File: src/rtl/irpd_pkg.sv
// Shared types, codes and reset values for the IR pulse-distance decoder.
`default_nettype none
package irpd_pkg;

  // Register indexes on the configuration port
  localparam logic [2:0] REG_ACTIVE_LEVEL     = 3'd0;
  localparam logic [2:0] REG_HEADER_MARK_MIN  = 3'd1;
  localparam logic [2:0] REG_HEADER_SPACE_MIN = 3'd2;
  localparam logic [2:0] REG_BIT_MARK_NOMINAL = 3'd3;
  localparam logic [2:0] REG_BIT_MARGIN       = 3'd4;
  localparam logic [2:0] REG_MAX_FRAME_BYTES  = 3'd5;

  // Register reset values
  localparam logic        RST_ACTIVE_LEVEL     = 1'b1;
  localparam logic [14:0] RST_HEADER_MARK_MIN  = 15'd2700;
  localparam logic [14:0] RST_HEADER_SPACE_MIN = 15'd1600;
  localparam logic [13:0] RST_BIT_MARK_NOMINAL = 14'd400;
  localparam logic [13:0] RST_BIT_MARGIN       = 14'd150;
  localparam logic [7:0]  RST_MAX_FRAME_BYTES  = 8'd19;

  // Result event codes
  localparam logic [1:0] EV_NONE  = 2'd0;
  localparam logic [1:0] EV_BYTE  = 2'd1;
  localparam logic [1:0] EV_FRAME = 2'd2;
  localparam logic [1:0] EV_ERROR = 2'd3;

  // Symbol kinds, highest priority first
  localparam logic [1:0] SYM_END     = 2'd0;
  localparam logic [1:0] SYM_HEADER  = 2'd1;
  localparam logic [1:0] SYM_INVALID = 2'd2;
  localparam logic [1:0] SYM_DATA    = 2'd3;

  typedef struct packed {
    logic        active_level;
    logic [14:0] header_mark_min;
    logic [14:0] header_space_min;
    logic [13:0] bit_mark_nominal;
    logic [13:0] mark_tolerance;
  } cls_cfg_t;

  typedef struct packed {
    logic [1:0] kind;
    logic       bit_one;
  } sym_t;

endpackage
`default_nettype wire

File: src/rtl/irpd_classify.sv
// Pulse pair classifier: end, header, invalid or data bit.
`default_nettype none
module irpd_classify (
  input  wire  irpd_pkg::cls_cfg_t cfg,
  input  wire                      first_level,
  input  wire  [14:0]              first_duration,
  input  wire  [14:0]              second_duration,
  output irpd_pkg::sym_t           sym
);
  import irpd_pkg::*;

  logic [14:0]        mark;
  logic [14:0]        space;
  logic signed [16:0] lo_bound;
  logic [15:0]        hi_bound;
  logic signed [16:0] mark_s;
  logic               is_header;
  logic               is_invalid;

  always_comb begin
    if (first_level == cfg.active_level) begin
      mark  = first_duration;
      space = second_duration;
    end else begin
      mark  = second_duration;
      space = first_duration;
    end
    // lower bound may go negative when margin exceeds nominal
    lo_bound   = $signed({3'b000, cfg.bit_mark_nominal}) - $signed({3'b000, cfg.mark_tolerance});
    hi_bound   = {2'b00, cfg.bit_mark_nominal} + {2'b00, cfg.mark_tolerance};
    mark_s     = $signed({2'b00, mark});
    is_header  = ((mark > cfg.header_mark_min) && (space < mark)) ||
                 ((space > cfg.header_space_min) && (mark < space));
    is_invalid = (mark_s < lo_bound) || ({1'b0, mark} > hi_bound);

    sym.bit_one = ({1'b0, space} >= {mark, 1'b0});
    if (space == 15'd0) begin
      sym.kind = SYM_END;
    end else if (is_header) begin
      sym.kind = SYM_HEADER;
    end else if (is_invalid) begin
      sym.kind = SYM_INVALID;
    end else begin
      sym.kind = SYM_DATA;
    end
  end

endmodule
`default_nettype wire

File: src/rtl/ir_pulse_distance_frame_decoder_unit.sv
// Top level of the IR pulse-distance frame decoder.
// Usage:
//   Slave stream (s_*) carries one captured pulse pair per item: the line
//   level of the first half and the tick durations of both halves.
//   Master stream (m_*) returns exactly one result item per pulse pair: the event
//   code (nothing, byte done, frame done, error) on m_tuser, with the byte value and
//   index, or the frame length, on m_tdata. The cfg_* port writes one register per
//   cycle; the user must write only while the block is idle, which it does not enforce.
// Throughput and pipeline:
//   One item per cycle sustained while m_tready stays high. A pair is captured in the
//   input register, then classified and applied to the frame state once the result
//   register is free, which also registers its result for m_tvalid. A single
//   compare-and-select pass lies between the input and result registers.
// Reset (rst, synchronous): registers return to their defaults, the frame
//   state clears and both stages empty.
// Stall: while m_tready is low the result holds, the input register holds
//   the next pair, and s_tready drops once both are full.
`default_nettype none
module ir_pulse_distance_frame_decoder_unit (
  input  wire         clk,
  input  wire         rst,
  // pulse pair input
  input  wire         s_tvalid,
  output logic        s_tready,
  input  wire  [31:0] s_tdata,   // first_level[0], first_duration[15:1],
                                 // second_duration[30:16], unused[31]
  // result output
  output logic        m_tvalid,
  input  wire         m_tready,
  output logic [23:0] m_tdata,   // byte_value[7:0], byte_index[15:8], frame_length[23:16]
  output logic [1:0]  m_tuser,   // event_res[1:0]
  // configuration
  input  wire         cfg_we,
  input  wire  [2:0]  cfg_index,
  input  wire  [14:0] cfg_wdata
);
  import irpd_pkg::*;

  // configuration registers
  cls_cfg_t    cls_cfg;
  logic [7:0]  max_frame_bytes;

  // input stage
  logic        in_valid;
  logic        in_level;
  logic [14:0] in_first;
  logic [14:0] in_second;

  // frame state
  logic [7:0]  shift_byte, shift_byte_next;
  logic [2:0]  bit_count, bit_count_next;
  logic [7:0]  byte_count, byte_count_next;
  logic        frame_open, frame_open_next;

  // result register fields
  logic [1:0]  event_res, event_res_next;
  logic [7:0]  byte_value, byte_value_next;
  logic [7:0]  byte_index, byte_index_next;
  logic [7:0]  frame_length, frame_length_next;

  sym_t        sym;
  logic        out_free;
  logic        fire;

  assign out_free = !m_tvalid || m_tready;
  assign fire     = in_valid && out_free;
  assign s_tready = !in_valid || out_free;
  assign m_tdata  = {frame_length, byte_index, byte_value};
  assign m_tuser  = event_res;

  // Write configuration registers
  always_ff @(posedge clk) begin
    if (rst) begin
      cls_cfg.active_level     <= RST_ACTIVE_LEVEL;
      cls_cfg.header_mark_min  <= RST_HEADER_MARK_MIN;
      cls_cfg.header_space_min <= RST_HEADER_SPACE_MIN;
      cls_cfg.bit_mark_nominal <= RST_BIT_MARK_NOMINAL;
      cls_cfg.mark_tolerance   <= RST_BIT_MARGIN;
      max_frame_bytes          <= RST_MAX_FRAME_BYTES;
    end else if (cfg_we) begin
      unique case (cfg_index)
        REG_ACTIVE_LEVEL:     cls_cfg.active_level     <= cfg_wdata[0];
        REG_HEADER_MARK_MIN:  cls_cfg.header_mark_min  <= cfg_wdata;
        REG_HEADER_SPACE_MIN: cls_cfg.header_space_min <= cfg_wdata;
        REG_BIT_MARK_NOMINAL: cls_cfg.bit_mark_nominal <= cfg_wdata[13:0];
        REG_BIT_MARGIN:       cls_cfg.mark_tolerance   <= cfg_wdata[13:0];
        REG_MAX_FRAME_BYTES:  max_frame_bytes          <= cfg_wdata[7:0];
        default: ;
      endcase
    end
  end

  // Capture the pulse pair; drop it once it has been applied
  always_ff @(posedge clk) begin
    if (rst) begin
      in_valid <= 1'b0;
    end else if (s_tvalid && s_tready) begin
      in_valid <= 1'b1;
    end else if (fire) begin
      in_valid <= 1'b0;
    end
  end

  always_ff @(posedge clk) begin
    if (s_tvalid && s_tready) begin
      in_level  <= s_tdata[0];
      in_first  <= s_tdata[15:1];
      in_second <= s_tdata[30:16];
    end
  end

  irpd_classify u_classify (
    .cfg             (cls_cfg),
    .first_level     (in_level),
    .first_duration  (in_first),
    .second_duration (in_second),
    .sym             (sym)
  );

  // Apply the symbol to the frame state and build the result
  always_comb begin
    shift_byte_next   = shift_byte;
    bit_count_next    = bit_count;
    byte_count_next   = byte_count;
    frame_open_next   = frame_open;
    event_res_next    = EV_NONE;
    byte_value_next   = 8'd0;
    byte_index_next   = 8'd0;
    frame_length_next = 8'd0;
    unique case (sym.kind)
      SYM_END: begin
        // clean end only on a byte boundary, even outside a frame
        if (bit_count == 3'd0) begin
          event_res_next    = EV_FRAME;
          frame_length_next = byte_count;
        end else begin
          event_res_next = EV_ERROR;
        end
        bit_count_next  = 3'd0;
        byte_count_next = 8'd0;
        frame_open_next = 1'b0;
      end
      SYM_HEADER: begin
        bit_count_next  = 3'd0;
        byte_count_next = 8'd0;
        frame_open_next = 1'b1;
      end
      SYM_INVALID: begin
        frame_open_next = 1'b0;
        event_res_next  = EV_ERROR;
      end
      default: begin
        // data bit, ignored outside a frame; shift in LSB first
        if (frame_open) begin
          shift_byte_next = {sym.bit_one, shift_byte[7:1]};
          bit_count_next  = bit_count + 3'd1;
          if (bit_count == 3'd7) begin
            if (byte_count < max_frame_bytes) begin
              event_res_next  = EV_BYTE;
              byte_value_next = shift_byte_next;
              byte_index_next = byte_count;
              byte_count_next = byte_count + 8'd1;
            end else begin
              // overflow: close the frame, hold the count
              frame_open_next = 1'b0;
              event_res_next  = EV_ERROR;
            end
          end
        end
      end
    endcase
  end

  // Advance frame state and result valid
  always_ff @(posedge clk) begin
    if (rst) begin
      shift_byte <= 8'd0;
      bit_count  <= 3'd0;
      byte_count <= 8'd0;
      frame_open <= 1'b0;
      m_tvalid   <= 1'b0;
    end else begin
      if (fire) begin
        shift_byte <= shift_byte_next;
        bit_count  <= bit_count_next;
        byte_count <= byte_count_next;
        frame_open <= frame_open_next;
        m_tvalid   <= 1'b1;
      end else if (m_tready) begin
        m_tvalid <= 1'b0;
      end
    end
  end

  always_ff @(posedge clk) begin
    if (fire) begin
      event_res    <= event_res_next;
      byte_value   <= byte_value_next;
      byte_index   <= byte_index_next;
      frame_length <= frame_length_next;
    end
  end

endmodule
`default_nettype wire

File: config.mk
export PLATFORM = sky130hd
export DESIGN_NAME = ir_pulse_distance_frame_decoder_unit
export DESIGN_NICKNAME = d
export VERILOG_FILES = /design/src/rtl/irpd_pkg.sv /design/src/rtl/irpd_classify.sv /design/src/rtl/ir_pulse_distance_frame_decoder_unit.sv
export SDC_FILE = /design/constraint.sdc
export NUM_CORES = 1
export LEC_CHECK = 0
export ABC_AREA = 1
export BUFFER_PORTS_ARGS = -buffer_cell sky130_fd_sc_hd__clkbuf_2
export CORE_ASPECT_RATIO = 2
export CORE_UTILIZATION = 66
export CTS_BUF_LIST = sky130_fd_sc_hd__clkbuf_4 sky130_fd_sc_hd__clkbuf_8
export DETAILED_ROUTE_END_ITERATION = 10
export HOLD_SLACK_MARGIN = 0.05
export PLACE_DENSITY = 0.87
export SYNTH_ARGS = -nofsm -noshare
export SYNTH_HDL_FRONTEND = slang
export SYNTH_SLANG_ARGS = --single-unit
File: constraint.sdc
create_clock -name clk -period 6.79 [get_ports clk]
set_input_delay 1.0185 -clock clk [delete_from_list [all_inputs] [get_ports clk]]
set_output_delay 1.0185 -clock clk [all_outputs]
set_load 0.02 [all_outputs]
---- Yosys cells after proc, flatten, opt, wreduce, memory -nomap -nowiden ----
Cells that the tools add are included.
operators by class
  eq/ne operators ......................... 9
  reduce and logical (&&, ||, !) cells .... 33
  bitwise operators ....................... 5
  $lt $le $gt $ge ......................... 8
  $add $sub $neg .......................... 4
  mux-type cells .......................... 24
operator list
  kind                                            number
  > comparator 15 bit                             2
  < comparator 15 bit                             2
  2-to-1 mux 15 bit                               2
  2-to-1 mux 8 bit                                3
  < comparator 16 x 17 -> 1 bit                   1
  greater-or-equal comparator 15 x 16 -> 1 bit    1
  > comparator 15 x 16 -> 1 bit                   1
  case mux 8 bit (2 select lines)                 1
  adder 14 x 14 -> 15 bit                         1
  logical NOT 15 bit                              1
  subtractor 14 x 14 -> 15 bit                    1
  AND reduction 2 bit                             7
  2-to-1 mux 2 bit                                5
  nonzero test 2 bit                              5
  == test 3 bit (second input constant)           3
  2-to-1 mux 1 bit                                9
  adder 8 x 1 -> 8 bit (second input constant)    1
  < comparator 8 bit                              1
  == test 3 x 2 -> 1 bit (second input constant)  2
  logical NOT 3 bit                               2
  case mux 2 bit (3 select lines)                 1
  case mux 3 bit (2 select lines)                 1
  AND reduction 3 bit                             2
  OR reduction 6 bit                              1
  15 further kinds                                27
storage, ports and cells
  flip-flop bits (word level) ............. 146
  output and inout port bits .............. 28

---- Depth between registers and ports, before layout ----
Gate-level depths: netlist (run 1).
  depth in word-level cells ............... 11
  gate-level depth with buffers ........... 27

---- Hierarchy ----
Synthesis (run 1) repeated with hierarchy kept, for this count alone.
second synthesis, totals
  cell total of the unflattened synthesis .. 1214
  area, all modules ....................... 9447.8 µm²
by module, submodules not included
  module                                instances  sequential area each (µm²)  area an instance (µm²)  cells an instance
  ir_pulse_distance_frame_decoder_unit  1          3473.3                      5454.0                  570
  irpd_classify                         1          0.0                         3993.8                  644

---- Least setup slack after synthesis (run 1) ----
Ideal clock, no wire load.
  path kind ............................... register to register
  start point ............................. register cls_cfg[2] in the netlist's numbering
  end point ............................... register byte_count[3]
  clock period less this slack ............ 3.575 ns
  arrival time ............................ 3.505 ns
  cell stages (with the launch flop) ...... 23
  path slack .............................. 3.215 ns
  setup time .............................. 0.071 ns
  path buffers ............................ 1
  required time ........................... 6.719 ns
  cell sequence ........................... dfxtp_1 inv_1 ha_1 clkbuf_1 inv_1 o31ai_1 a21o_1 nand2_1 a31oi_1 a31oi_1 xor2_1 ha_1 inv_1 o31a_1 nand2_1 nand2_1 nand3_1 nand3_1 inv_2 nand3_2 nand2_4 nand2_1 a21oi_1
between the ends
  word-level cells in the longest chain between the ends .. 10
  elaborated cells between the ends (all ways) .. 18
  those cells by class .................... add/sub: 2; order compare: 2; eq/ne: 2; mux: 4; bitwise: 1; reduce/logical: 7
RTL lines
  item                                                                                   RTL line                                     text
  start, declared                                                                        ir_pulse_distance_frame_decoder_unit.sv:40   cls_cfg_t cls_cfg;
  subtractor 14 x 14 -> 15 bit / adder 14 x 14 -> 15 bit (equally long branches)         irpd_classify.sv:29, irpd_classify.sv:30
  < comparator 16 x 17 -> 1 bit / > comparator 15 x 16 -> 1 bit (equally long branches)  irpd_classify.sv:34                          is_invalid = (mark_s < lo_bound) || ({1'b0, mark} > hi_bound);
  logical OR 1 bit *                                                                     irpd_classify.sv:34
  2-to-1 mux 1 bit *                                                                     irpd_classify.sv:41                          end else if (is_invalid) begin
  2-to-1 mux 2 bit *                                                                     irpd_classify.sv:39                          end else if (is_header) begin
  2-to-1 mux 2 bit *                                                                     irpd_classify.sv:37                          if (space == 15'd0) begin
  == test 2 x 1 -> 1 bit / logical NOT 2 bit (equally long branches)                     ir_pulse_distance_frame_decoder_unit.sv:130  unique case (sym.kind)
  OR reduction 2 bit (no source line)                                                    -
  nonzero test 2 bit (no source line)                                                    -
  AND reduction 5 bit (no source line)                                                   -
  end signal, assigned                                                                   ir_pulse_distance_frame_decoder_unit.sv:186  byte_count <= byte_count_next;
  end, declared                                                                          ir_pulse_distance_frame_decoder_unit.sv:52   logic [7:0] byte_count, byte_count_next;
Every way passes the cells marked *; elsewhere a longest branch is shown, timed or not.
A chain may end at the register's enable or synchronous reset.

---- Worst setup path in the final report (run 1) ----
Same ends and word-level chain as after synthesis.

==> impl_metrics.toml, run 1 <==
[clocking]
worstSkewPairLatency_ns = 0.47
cts_buffer_depth = 2
cts-root-buf = "clkbuf_8"
cts-resized-gates = 0
cts_htree_levels = 4
cts_tree = "yes"
ctsHoldBuffers = 0
numCtsBuffers = 17
path_clk_slew_ns = 0.08
cts.sinks = 145
post-cts-setup-buffers = 0

[floorplanning]
die_w_um = 87.5
boundaryPins = 83
num_rows = 62
fp.dieH_um = 173
initial_core_util = 0.673
die_area_um2 = 15100
coreArea_um2 = 14400

[global_routing]
grt_first_pass_wirelength_mm = 37.6
grt_pass1_vias = 8259
track_usage = 0.327
grt_max_degree = 74
grt-ovfl-total = 0
antenna_found_initial = 0

[pwr]
vdd_drop_max_uv = 192
powerDensity_nw_per_um2 = 204
p_leak_nw = 4.93

[min_path]
holdCritPathClass = "flip-flop to flip-flop"

[cells_and_area]
nets = 1445
antenna_cells = 0
multiInputGateArea_um2 = 5290
finalCoreUtilization = 0.732
stdcell_area_um2 = 10500
fill_cells = 1116
regArea_um2 = 3470
drive_gt1_frac = 0.144
area_delta_synth_final_pct = 8.84

[setup_path]
end_kind = "flip-flop"
critPathKind = "flip-flop to flip-flop"
critPathRequiredTime_ns = 7.17
worst_ep_arrival_time_ns = 5.00
crit_path_start_kind = "flip-flop"
path_max_fanout = 9

[synth]
yosys_warnings = 0
synth_seq_area_share = 0.360
synth_seq_cells = 145
synth.most_common_cell = "nand2_1"
async_flop_share = 0
synth_commonest_cells = "201 x nand2_1, 175 x inv_1, 113 x ha_1, 105 x a21oi_1, 104 x nor2_1"
synthFlopType = "dfxtp_1"
synth_cell_types = 52
synth_area_um2 = 9650
synth_cells = 1209
synth_top_area_frac = 0.183
yosys-top-cells-area = "dfxtp_1 18%, edfxtp_1 18%, ha_1 15%"
yosysTopAreaCell = "dfxtp_1"
syn_avg_cell_area_um2 = 7.98
synth-edff-count = 57
synth_fp_nets = 1379

[sta]
worstMarginPinSlew_ns = 1.04
fin_crit_ns = 4.62
grt_setup_unrepaired = "false"
min_period_over_period = 0.680
final.setup.tns_ns = 0
skew_ns = 0.0144
setup_viol = 0
clock.fmax_mhz = 217
layout_setup_ws_ns = 2.17
hold_viol = 0
slew_violations = 0
max_slew_margin = 0.304

[detailed_routing]
ant_nets = 0
routedWlPerCell_um = 15.8
drtIter0Drc = 462
drc = 0
viasPerCell = 5.67
num_vias = 8386
firstDrtPassIters = 5
wl_mm = 23.4

[placement]
place_congestion = 0.970
hpwl_mm = 17.7
placed_area_um2 = 10100
post-place-ws_ns = 2.42
port-buffer-count = 81

[run]
drv_cap = 0

[outcome]
outcome = "complete, no violations"
placed cells by master (no fill, tap or decap), types with 29 or more instances in the layout:
cell        n
nand2_1   201
clkbuf_2   81
nand3_1    37
xor2_1     34
a21oi_1   105
nor2_1    104
inv_1     174
o21ai_0    79
ha_1      113
edfxtp_1   57
nand2_2    29
dfxtp_1    88
layout make-up:
type / count / area share
Clock inverter: 12 / 0.0130
Sequential cell: 145 / 0.331
Multi-Input combinational cell: 845 / 0.503
Timing Repair Buffer: 84 / 0.0407
Inverter: 182 / 0.0650
Clock buffer: 20 / 0.0244
Tap cell: 192 / 0.0229
report_power, final:
part,switching [W],internal (W)
combinational,0.000321,0.000173
clock,0.000348,0.000340
sequential,0.0000202,0.000941
registers in the layout (all words and copies together), names as in the netlist:
name             count
frame_open           1
in_valid             1
bit_count            3
cls_cfg             59
in_second           15
shift_byte           7
byte_index           8
in_first            15
byte_count           8
m_tvalid             1
frame_length         8
byte_value           8
m_tuser              2
in_level             1
max_frame_bytes      8
cells by family (layout without fill, tap and decap cells):
| logic type | count (synthesis) | after routing | share of synthesized area |
|---|---|---|---|
| buf+inv | 219 | 298 | 0.0923 |
| compound gates | 253 | 253 | 0.151 |
| simple gates | 437 | 437 | 0.209 |
| flops | 145 | 145 | 0.360 |
| xor+xnor | 40 | 40 | 0.0363 |
| fa+ha+maj | 115 | 115 | 0.151 |
stage by stage:
stage,hold slack (ns),instances,total power (W)
2_1_floorplan,0.435,1209,0.00133
3_3_place_gp,0.447,1448,0.00144
3_5_place_dp,0.453,1448,0.00146
4_1_cts,0.465,1480,0.00214
5_1_grt,0.488,1480,0.00224
6_report,0.464,1480,0.00214
worst max-delay path: stages, from the launching register on:
cell and delay, ns:
dfxtp_1 0.34, inv_1 0.06, ha_1 0.41, inv_1 0.13, o31ai_1 0.53, a21oi_1 0.12, o21ai_0 0.55, xor2_1 0.15
ha_1 0.32, nand2_1 0.05, nor2_1 0.14, nand4_1 0.13, nand4_1 0.17, nand2_1 0.08, nand2_1 0.06, nand2_1 0.04
nand3_1 0.20, nand3_1 0.19, inv_2 0.18, nand3_2 0.23, nand2_4 0.21, nand2_1 0.06, a21oi_1 0.15
per-layer routing:
metal	GRT usage	up-vias	wire length, µm	share of wire
li1	-	4145	-	-
met1	0.333	3871	8460	0.36
met2	0.583	270	12600	0.54
met3	0.0568	100	921	0.039
met4	0.225	0	1430	0.061
met5	0	-	0	0
final timing paths:
path | start | to | slack, ns | cells past startpoint
max reg2reg | cls_cfg[2] | byte_count[3] | 2.17 | 22
max | cls_cfg[2] | byte_count[3] | 2.17 | 22
min | cls_cfg[32] | cls_cfg[32] | 0.46 | 2
min reg2reg | cls_cfg[32] | cls_cfg[32] | 0.46 | 2
Note: power is estimated with default switching activity, not from simulation.
==> inputs of run 2 (changes only) <==
--- a/config.mk
+++ b/config.mk
@@ -8,11 +8,11 @@
 export ABC_AREA = 1
 export BUFFER_PORTS_ARGS = -buffer_cell sky130_fd_sc_hd__clkbuf_2
 export CORE_ASPECT_RATIO = 2
-export CORE_UTILIZATION = 66
+export CORE_UTILIZATION = 57
 export CTS_BUF_LIST = sky130_fd_sc_hd__clkbuf_4 sky130_fd_sc_hd__clkbuf_8
 export DETAILED_ROUTE_END_ITERATION = 10
 export HOLD_SLACK_MARGIN = 0.05
-export PLACE_DENSITY = 0.87
+export PLACE_DENSITY = 0.8
 export SYNTH_ARGS = -nofsm -noshare
 export SYNTH_HDL_FRONTEND = slang
 export SYNTH_SLANG_ARGS = --single-unit
==> constraint.sdc (replaced) <==
create_clock -name clk -period 3.8 [get_ports clk]
set_input_delay 0.57 -clock clk [delete_from_list [all_inputs] [get_ports clk]]
set_output_delay 0.57 -clock clk [all_outputs]
set_load 0.02 [all_outputs]
==> run 2 against run 1 <==
  * First-iteration DRC count down 7.4%
  * Fmax up 25%
  * Die area up 16%
  * Clock skew up 0.00075 ns
  * Worst setup slack worse by 2.1 ns
  * Sequential power up 79%
  * Combinational power up 100%
  * Hold slack worse by 0.20 ns
  * Register-to-register slack worse by 2.1 ns
==> impl_metrics.toml, run 2 (same netlist as run 1, synthesis figures left out) <==
[outcome]
outcome = "complete, no violations"

[pwr]
powerDensity_nw_per_um2 = 373
p_leak_nw = 5.28
vdd_drop_max_uv = 310
total_power_w = 0.00423

[detailed_routing]
drc = 0
routedWlPerCell_um = 16.3
num_vias = 8749
firstDrtPassIters = 5
drtIter0Drc = 428
wl_mm = 25.4
ant_nets = 0
viasPerCell = 5.63

[setup_path]
crit_path_start_kind = "flip-flop"
critPathKind = "flip-flop to flip-flop"
r2r_end = "bit_count[0]"
end_kind = "flip-flop"
worst_ep_arrival_time_ns = 4.11
critPathRequiredTime_ns = 4.21
regToRegStartpoint = "cls_cfg[0]"
path_max_fanout = 8
rr_worst_depth = 25
reg2reg_slack_ns = 0.1

[global_routing]
use_met3 = 0.0437
grt-ovfl-total = 0
grt_pass1_vias = 8556
met2_usage = 0.580
met1_usage = 0.248
grt_max_degree = 71
antenna_found_initial = 0
track_usage = 0.296
busiest_layer = "met2"
grt_first_pass_wirelength_mm = 39.0

[clocking]
cts_tree = "yes"
cts_buffer_depth = 2
worstSkewPairLatency_ns = 0.48
cts-root-buf = "clkbuf_8"
numCtsBuffers = 17
ctsHoldBuffers = 0
cts.sinks = 145
path_clk_slew_ns = 0.09
cts_htree_levels = 4

[floorplanning]
num_rows = 67
boundaryPins = 83
initial_core_util = 0.579
die_w_um = 94.0
coreArea_um2 = 16700
die_area_um2 = 17500
fp.dieH_um = 186

[sta]
fin_crit_ns = 3.70
hold_viol = 0
clock.fmax_mhz = 270
worstMarginPinSlew_ns = 1.09
min_period_over_period = 0.974
final.setup.tns_ns = 0
hold_slack_ns = 0.264
layout_setup_ws_ns = 0.0986
slew_violations = 0
grt_setup_unrepaired = "true"
setup_viol = 0
skew_ns = 0.0151
max_slew_margin = 0.272

[min_path]
holdCritPathClass = "primary input to flip-flop"
worstHoldEndpoint = "in_first[1]"
hold_depth = 1
hold_path.startpoint = "s_tdata[2]"

[placement]
post-place-ws_ns = -0.264
port-buffer-count = 81
place_congestion = 0.964
hpwl_mm = 19.4

[cells_and_area]
nets = 1503
top_register = "cls_cfg"
area_delta_synth_final_pct = 17.5
drive_gt1_frac = 0.215
reg_top3 = "cls_cfg (59), in_first (15), in_second (15)"
final_common_cell = "nand2_1"
largest_register_ffs = 59
finalCoreUtilization = 0.680
fill_cells = 1372
layout_common_cells = "195 x nand2_1, 173 x inv_1, 107 x ha_1, 102 x nor2_1, 99 x a21oi_1"
antenna_cells = 0

[run]
drv_cap = 0
run 2: report_power, final:
part	total, W	switching, W	internal [W]
combinational	0.000992	0.000620	0.000372
clock	0.00152	0.000638	0.000886
sequential	0.00172	0.0000365	0.00168
run 2: worst max-delay path by stage:
stage                from            end  slack [ns]  cells after the start
6_report       cls_cfg[0]   bit_count[0]         0.1                     25
5_1_grt        cls_cfg[0]   bit_count[0]       -0.11                     25
4_1_cts        cls_cfg[0]  byte_index[2]        0.01                     24
3_5_place_dp   cls_cfg[1]  byte_count[6]       -0.26                     23
3_3_place_gp   cls_cfg[1]  byte_count[7]       -0.19                     23
2_1_floorplan  cls_cfg[2]  byte_count[3]        0.22                     22
run 2: worst max-delay path, stage by stage (launching register included):
cell,delay (ns)
dfxtp_4,0.36
ha_4,0.16
fa_2,0.36
a21oi_2,0.16
o21a_1,0.19
o21ai_2,0.09
nand2_1,0.06
nand2_1,0.07
nand2_1,0.09
nand2_1,0.07
nand2_2,0.09
a31oi_4,0.10
xor2_1,0.16
ha_1,0.32
nand3_2,0.10
inv_2,0.04
a211oi_2,0.26
nand2_1,0.10
nand2_2,0.12
nand3_4,0.10
inv_6,0.10
buf_6,0.12
nand3_4,0.13
nand2_1,0.12
nand2_1,0.05
nor2_1,0.11
run 2: area by class of cell:
| type | count | area [µm²] | share of cell area |
|---|---|---|---|
| multi-input cells | 846 | 5550 | 0.489 |
| flip-flops and latches | 145 | 3480 | 0.307 |
| repair buffers | 141 | 876 | 0.0772 |
| inverters | 182 | 688 | 0.0607 |
| clock buffers | 20 | 263 | 0.0232 |
| well taps | 207 | 259 | 0.0228 |
| clock inverters | 12 | 228 | 0.0201 |
run 2: per-stage QoR:
| stage | instances | cell area, µm² |
|---|---|---|
| 5_1_grt | 1553 | 11300 |
| 6_report | 1553 | 11300 |
| 2_1_floorplan | 1209 | 9650 |
| 3_5_place_dp | 1517 | 10500 |
| 4_1_cts | 1551 | 11100 |
| 3_3_place_gp | 1517 | 10500 |
run 2: timing repair:
item                       4_1_cts  5_1_grt
buffers inserted                 1        3
gates resized for setup         18       46
setup endpoints to repair       36       37
gates cloned                     1        0
pin swaps                        4       27
run 2: metal layers:
layer,vias up,share of wire
li1,4269,-
met1,4053,0.32
met2,296,0.56
met3,131,0.035
met4,0,0.084
met5,-,0
